<file path="src/sv/philox_counter_rng_assert.svh">
// ----------------------------------------------------------------------------
// Philox counter RNG assertion macros
// Shared concurrent assertion forms, clocked on clk and held off during rst.
// ----------------------------------------------------------------------------
`ifndef PHILOX_COUNTER_RNG_ASSERT_SVH
`define PHILOX_COUNTER_RNG_ASSERT_SVH

// Same-cycle implication.
`define PHX_ASSERT_NOW(label, cond, prop) \
  label: assert property (@(posedge clk) disable iff (rst) (cond) |-> (prop)) \
    else $error("philox_counter_rng: same-cycle check failed");

// Next-cycle implication.
`define PHX_ASSERT_NEXT(label, cond, prop) \
  label: assert property (@(posedge clk) disable iff (rst) (cond) |=> (prop)) \
    else $error("philox_counter_rng: next-cycle check failed");

`endif

</file>
<file path="src/sv/phx_pkg.sv">
// ----------------------------------------------------------------------------
// Philox counter RNG package
// Constants, register codes and the pipeline item type shared by the block.
// ----------------------------------------------------------------------------
package phx_pkg;

  localparam int WORD_W     = 32;
  localparam int NUM_WORDS  = 4;
  localparam int RCNT_W     = 5;
  localparam int MAX_ROUNDS = 16;
  localparam int ADDR_W     = 4;
  localparam int DATA_W     = 32;

  localparam logic [WORD_W-1:0] MUL_A  = 32'hD251_1F53;
  localparam logic [WORD_W-1:0] MUL_B  = 32'hCD9E_8D57;
  localparam logic [WORD_W-1:0] WEYL_A = 32'h9E37_79B9;
  localparam logic [WORD_W-1:0] WEYL_B = 32'hBB67_AE85;

  localparam logic [RCNT_W-1:0] ROUNDS_RESET = 5'd10;
  localparam logic [RCNT_W-1:0] ROUNDS_MAX   = RCNT_W'(MAX_ROUNDS);

  typedef logic [WORD_W-1:0] word_t;

  // Register index, taken from paddr[3:2].
  typedef enum logic [1:0] {
    REG_KEY0   = 2'd0,
    REG_KEY1   = 2'd1,
    REG_ROUNDS = 2'd2,
    REG_NONE   = 2'd3
  } reg_idx_t;

  // One item in flight: the four counter words, the key for the round it
  // meets next, and how many rounds it gets in total.
  typedef struct packed {
    logic [NUM_WORDS-1:0][WORD_W-1:0] words;
    word_t                            k0;
    word_t                            k1;
    logic [RCNT_W-1:0]                rounds;
  } item_t;

endpackage

</file>
<file path="src/sv/phx_round.sv">
// ----------------------------------------------------------------------------
// Philox round stage
// One registered Philox round; the counter words pass unchanged when the
// item's round count does not reach this stage, but the key still advances.
// ----------------------------------------------------------------------------
module phx_round (
  input  logic                       clk,
  input  logic                       rst,
  input  logic                       en,
  input  logic                       in_valid,
  input  phx_pkg::item_t             in_item,
  input  logic [phx_pkg::RCNT_W-1:0] round_idx,
  output logic                       out_valid,
  output phx_pkg::item_t             out_item
);

  logic [2*phx_pkg::WORD_W-1:0] prod_a;
  logic [2*phx_pkg::WORD_W-1:0] prod_b;
  logic                         active;
  phx_pkg::item_t               item_next;

  assign prod_a = (2*phx_pkg::WORD_W)'(in_item.words[0])
                * (2*phx_pkg::WORD_W)'(phx_pkg::MUL_A);
  assign prod_b = (2*phx_pkg::WORD_W)'(in_item.words[2])
                * (2*phx_pkg::WORD_W)'(phx_pkg::MUL_B);
  assign active = round_idx < in_item.rounds;

  always_comb begin
    item_next        = in_item;
    // The key always advances so the next stage sees its own round key.
    item_next.k0     = in_item.k0 + phx_pkg::WEYL_A;
    item_next.k1     = in_item.k1 + phx_pkg::WEYL_B;
    if (active) begin
      item_next.words[0] = prod_b[2*phx_pkg::WORD_W-1:phx_pkg::WORD_W]
                         ^ in_item.words[1] ^ in_item.k0;
      item_next.words[1] = prod_b[phx_pkg::WORD_W-1:0];
      item_next.words[2] = prod_a[2*phx_pkg::WORD_W-1:phx_pkg::WORD_W]
                         ^ in_item.words[3] ^ in_item.k1;
      item_next.words[3] = prod_a[phx_pkg::WORD_W-1:0];
    end
  end

  always_ff @(posedge clk) begin
    if (rst) begin
      out_valid <= 1'b0;
    end else if (en) begin
      out_valid <= in_valid;
    end
  end

  always_ff @(posedge clk) begin
    if (en) begin
      out_item <= item_next;
    end
  end

endmodule

</file>
<file path="config.mk">
export PLATFORM = sky130hd
export DESIGN_NAME = phx_round
export DESIGN_NICKNAME = d
export VERILOG_FILES = /design/src/sv/philox_counter_rng_assert.svh /design/src/sv/phx_pkg.sv /design/src/sv/phx_round.sv
export SDC_FILE = /design/constraint.sdc
export NUM_CORES = 2
export LEC_CHECK = 0
export BUFFER_PORTS_ARGS = -buffer_cell sky130_fd_sc_hd__clkbuf_2
export CAP_MARGIN = 15
export CORE_ASPECT_RATIO = 0.75
export CORE_MARGIN = 2
export CORE_UTILIZATION = 50
export DETAILED_ROUTE_END_ITERATION = 12
export MAX_ROUTING_LAYER = met4
export PLACE_DENSITY = 0.7
export RECOVER_POWER = 50
export SLEW_MARGIN = 0
export SYNTH_ARGS = -nofsm -noshare
export SYNTH_HDL_FRONTEND = slang
export SYNTH_SLANG_ARGS = --single-unit
</file>
<file path="constraint.sdc">
create_clock -name clk -period 25 [get_ports clk]
set_input_delay 5 -clock clk [delete_from_list [all_inputs] [get_ports clk]]
set_output_delay 5 -clock clk [all_outputs]
set_load 0.05 [all_outputs]
</file>
==> flow_summary.ini <==
[worst_setup_path]
r2r_setup_slack_ps = 24310
crit_chain = clkbuf_2, inv_1, fa_1, fa_1, inv_1, fa_1, inv_1, fa_1, inv_1, fa_1, fa_1, fa_1, fa_1, ha_1, nand4_1, nor2_1, nand3_1, a311oi_1, o21ai_0, a211oi_2, o21ai_0, a22oi_1, or4_1, o2111ai_1
reg2regPathDepth = 2
max_stage_delay_ps = 590
worst_path_max_delay_cell = fa_1
path_delay_family = adder cells
r2r_end = out_valid
crit_path_frequent_cell = fa_1
startpoint_type = input port
required_ps = 25260
worstSetupPathType = in -> reg
worst-path-max-fanout = 11
setup.worst_path.start = in_item[83]
end_kind = flip-flop
r2r_start = out_valid
worstPathArrival_ps = 13270
worst-path-buf-inv = 5

[sta]
finClkSkew_ps = 0
worst_slew_pin_slew_ps = 4270
slew_violations = 203
finalHoldViolations = 0
setup_viol = 0
max_slew_margin_pct = -185
fin_crit_sh_pct = 52.0
rsz0062_at_grt = no
tns_ps = 0
fmax_mhz = 76.9
period_minus_slack_ps = 13010

[detailed_routing]
viasPerCell = 5.47
drc = 0
vias = 34500
routed_wl_um = 162000
first_pass_iters = 5
detail-route-antenna-nets = 0
wl_per_cell_um = 25.7
first_iter_violations = 3109

[yosys]
yosysWarningCount = 0
syn-cell-area_um2 = 47700
ys_seq_elements = 198
syn_nets = 6595
synth_cells = 4681
netlist.top_cell.by_area = fa_1
synthTopCellsByArea = fa_1 35%, ha_1 23%, edfxtp_1 12%
ys_types = 83
async_reset_ff_share_pct = 0
synth_edf_count = 197
synth_top_area_share_pct = 35.4
ys_seq_area_share_pct = 12.4
synth_top_flop_cell = edfxtp_1
syn_avg_cell_area_um2 = 10.2

[global_routing]
overflow = 0
grt_pass1_wl_um = 239000
antenna_found_initial = 14
grt_start_max_net_pins = 76
grt_pass1_vias = 35800
grt_usage_pct = 34.9

[clock_network]
post-cts-setup-buffers = 0
ctsHoldBuffers = 0
cts.clk_slew.worst_paths_ps = 90
clock_sinks = 198
clock_path_buffers = 2
cts_buffers = 17
cts_max_level = 4
clkLatencyLatePin_ps = 530
cts-root-buf = clkbuf_16
post_cts_resized = 0
cts_tree = done

[die]
dieArea_um2 = 98000
die_width_um = 361
num_io_pins = 404
start_util_pct = 50.3
die-height_um = 272
core_area_um2 = 94900
rows = 98

[placement]
gp_congestion = 1.00
dp_hpwl_um = 141000
portBuffers = 403

[worst_hold_path]
hold_path.class = reg -> reg
hold_start = out_valid
holdPathEnd = out_valid
hold_depth = 2

[outcome]
status = finished, violations left
failed_checks = max-capacitance violations, max-slew violations

[final_layout]
area_delta_synth_final_pct = 8.02
nets = 6953
fillers = 8619
drive_gt1_share_pct = 6.39

[flow_run]
max_cap_violations = 3
## logic make-up (layout without fill, tap and decap cells)
group,count (synthesis),in the layout,synth area share [%]
AOI/OAI and AO/OA,579,579,7.90
DFF,198,198,12.4
adders and majority gates,1708,1708,58.0
muxes,3,3,0.0681
and+or+nand+nor,542,542,5.22
buffers and inverters,1331,1702,10.5
other,0,8,0
xor gates and xnor gates,320,320,5.87
## state kept, by name (all words and copies together), names as in the netlist
register   count
out_item     197
out_valid      1
## stage by stage
stage | area [um2] | instances | hold WS [ps] | utilization (%) | worst slack [ps]
2_1_floorplan | 47700 | 4681 | 733 | - | 13600
3_3_place_gp | 51100 | 6268 | 487 | 53.9 | 11550
3_5_place_dp | 51100 | 6268 | 520 | 53.9 | 11500
4_1_cts | 51800 | 6300 | 537 | 54.5 | 12070
5_1_grt | 51600 | 6309 | 584 | 54.3 | 11630
6_report | 51600 | 6310 | 534 | 54.3 | 11990
## how the worst max path moves through the flow
| stage | depth (start not counted) | to |
|---|---|---|
| 2_1_floorplan | 25 | out_item[163] |
| 4_1_cts | 24 | out_item[164] |
| 3_3_place_gp | 24 | out_item[164] |
| 6_report | 24 | out_item[164] |
| 3_5_place_dp | 24 | out_item[164] |
| 5_1_grt | 24 | out_item[164] |
## Yosys cell counts (3+ instances only)
| master | n |
|---|---|
| nor2_1 | 86 |
| nor3b_1 | 3 |
| o41ai_1 | 4 |
| inv_1 | 1253 |
| nor3_1 | 29 |
| or2_2 | 9 |
| a311oi_1 | 3 |
| a21boi_0 | 10 |
| o21ai_1 | 14 |
| o221a_2 | 3 |
| nand4_1 | 33 |
| a211oi_1 | 11 |
| nand2b_1 | 16 |
| nand3_1 | 38 |
| clkbuf_1 | 71 |
| nor2b_1 | 16 |
| a41oi_1 | 4 |
| o21ai_2 | 4 |
| o31ai_1 | 19 |
| and3_1 | 17 |
| or4_1 | 5 |
| a221oi_1 | 8 |
| o2111ai_1 | 7 |
| a21o_1 | 90 |
| o221ai_1 | 4 |
| a31o_2 | 3 |
| fa_1 | 843 |
| a21oi_1 | 144 |
| xnor2_1 | 214 |
| ha_1 | 865 |
| a211oi_2 | 3 |
| o21ai_0 | 157 |
| and2_1 | 15 |
| o21a_1 | 12 |
| buf_2 | 4 |
| a31oi_1 | 14 |
| o211ai_1 | 9 |
| edfxtp_1 | 197 |
| xor2_1 | 106 |
| or3_1 | 9 |
| nor4_1 | 5 |
| o31a_1 | 3 |
| nand2_1 | 252 |
| o21bai_1 | 23 |
## routing by layer
layer,track usage (%),up-vias,wire length [um]
li1,-,15500,-
met1,51.3,17400,75300
met2,46.1,1453,64500
met3,11.5,139,18800
met4,7.87,0,3660
met5,-,-,0
## layout by cell type (no fill, tap or decap), types with 33 or more instances in the layout
cell | synthesis | layout
a21o_1 | 90 | 89
a21oi_1 | 144 | 143
clkbuf_1 | 71 | 170
clkbuf_2 | 1 | 238
edfxtp_1 | 197 | 197
fa_1 | 843 | 843
ha_1 | 865 | 865
inv_1 | 1253 | 1253
nand2_1 | 252 | 252
nand3_1 | 38 | 38
nand4_1 | 33 | 33
nor2_1 | 86 | 86
o21ai_0 | 157 | 158
xnor2_1 | 214 | 214
xor2_1 | 106 | 106
## worst reg2reg max path, delay by kind of cell, from the launching register on
kind / cells / cell delay (ps)
simple gates: 1 / 210
mux: 1 / 70
flops: 1 / 340
## layout make-up
class	count	area, um2	area share [%]
Antenna cell	8	20.0	0.0388
Clock buffer	18	429	0.832
Clock inverter	14	200	0.388
Inverter	1253	4700	9.12
Multi-Input combinational cell	3152	36800	71.4
Sequential cell	198	5940	11.5
Tap cell	1250	1560	3.03
Timing Repair Buffer	417	1900	3.69
Power is not shown: default switching activity piles up to over one toggle a cycle in this logic, so the estimate is an artifact.
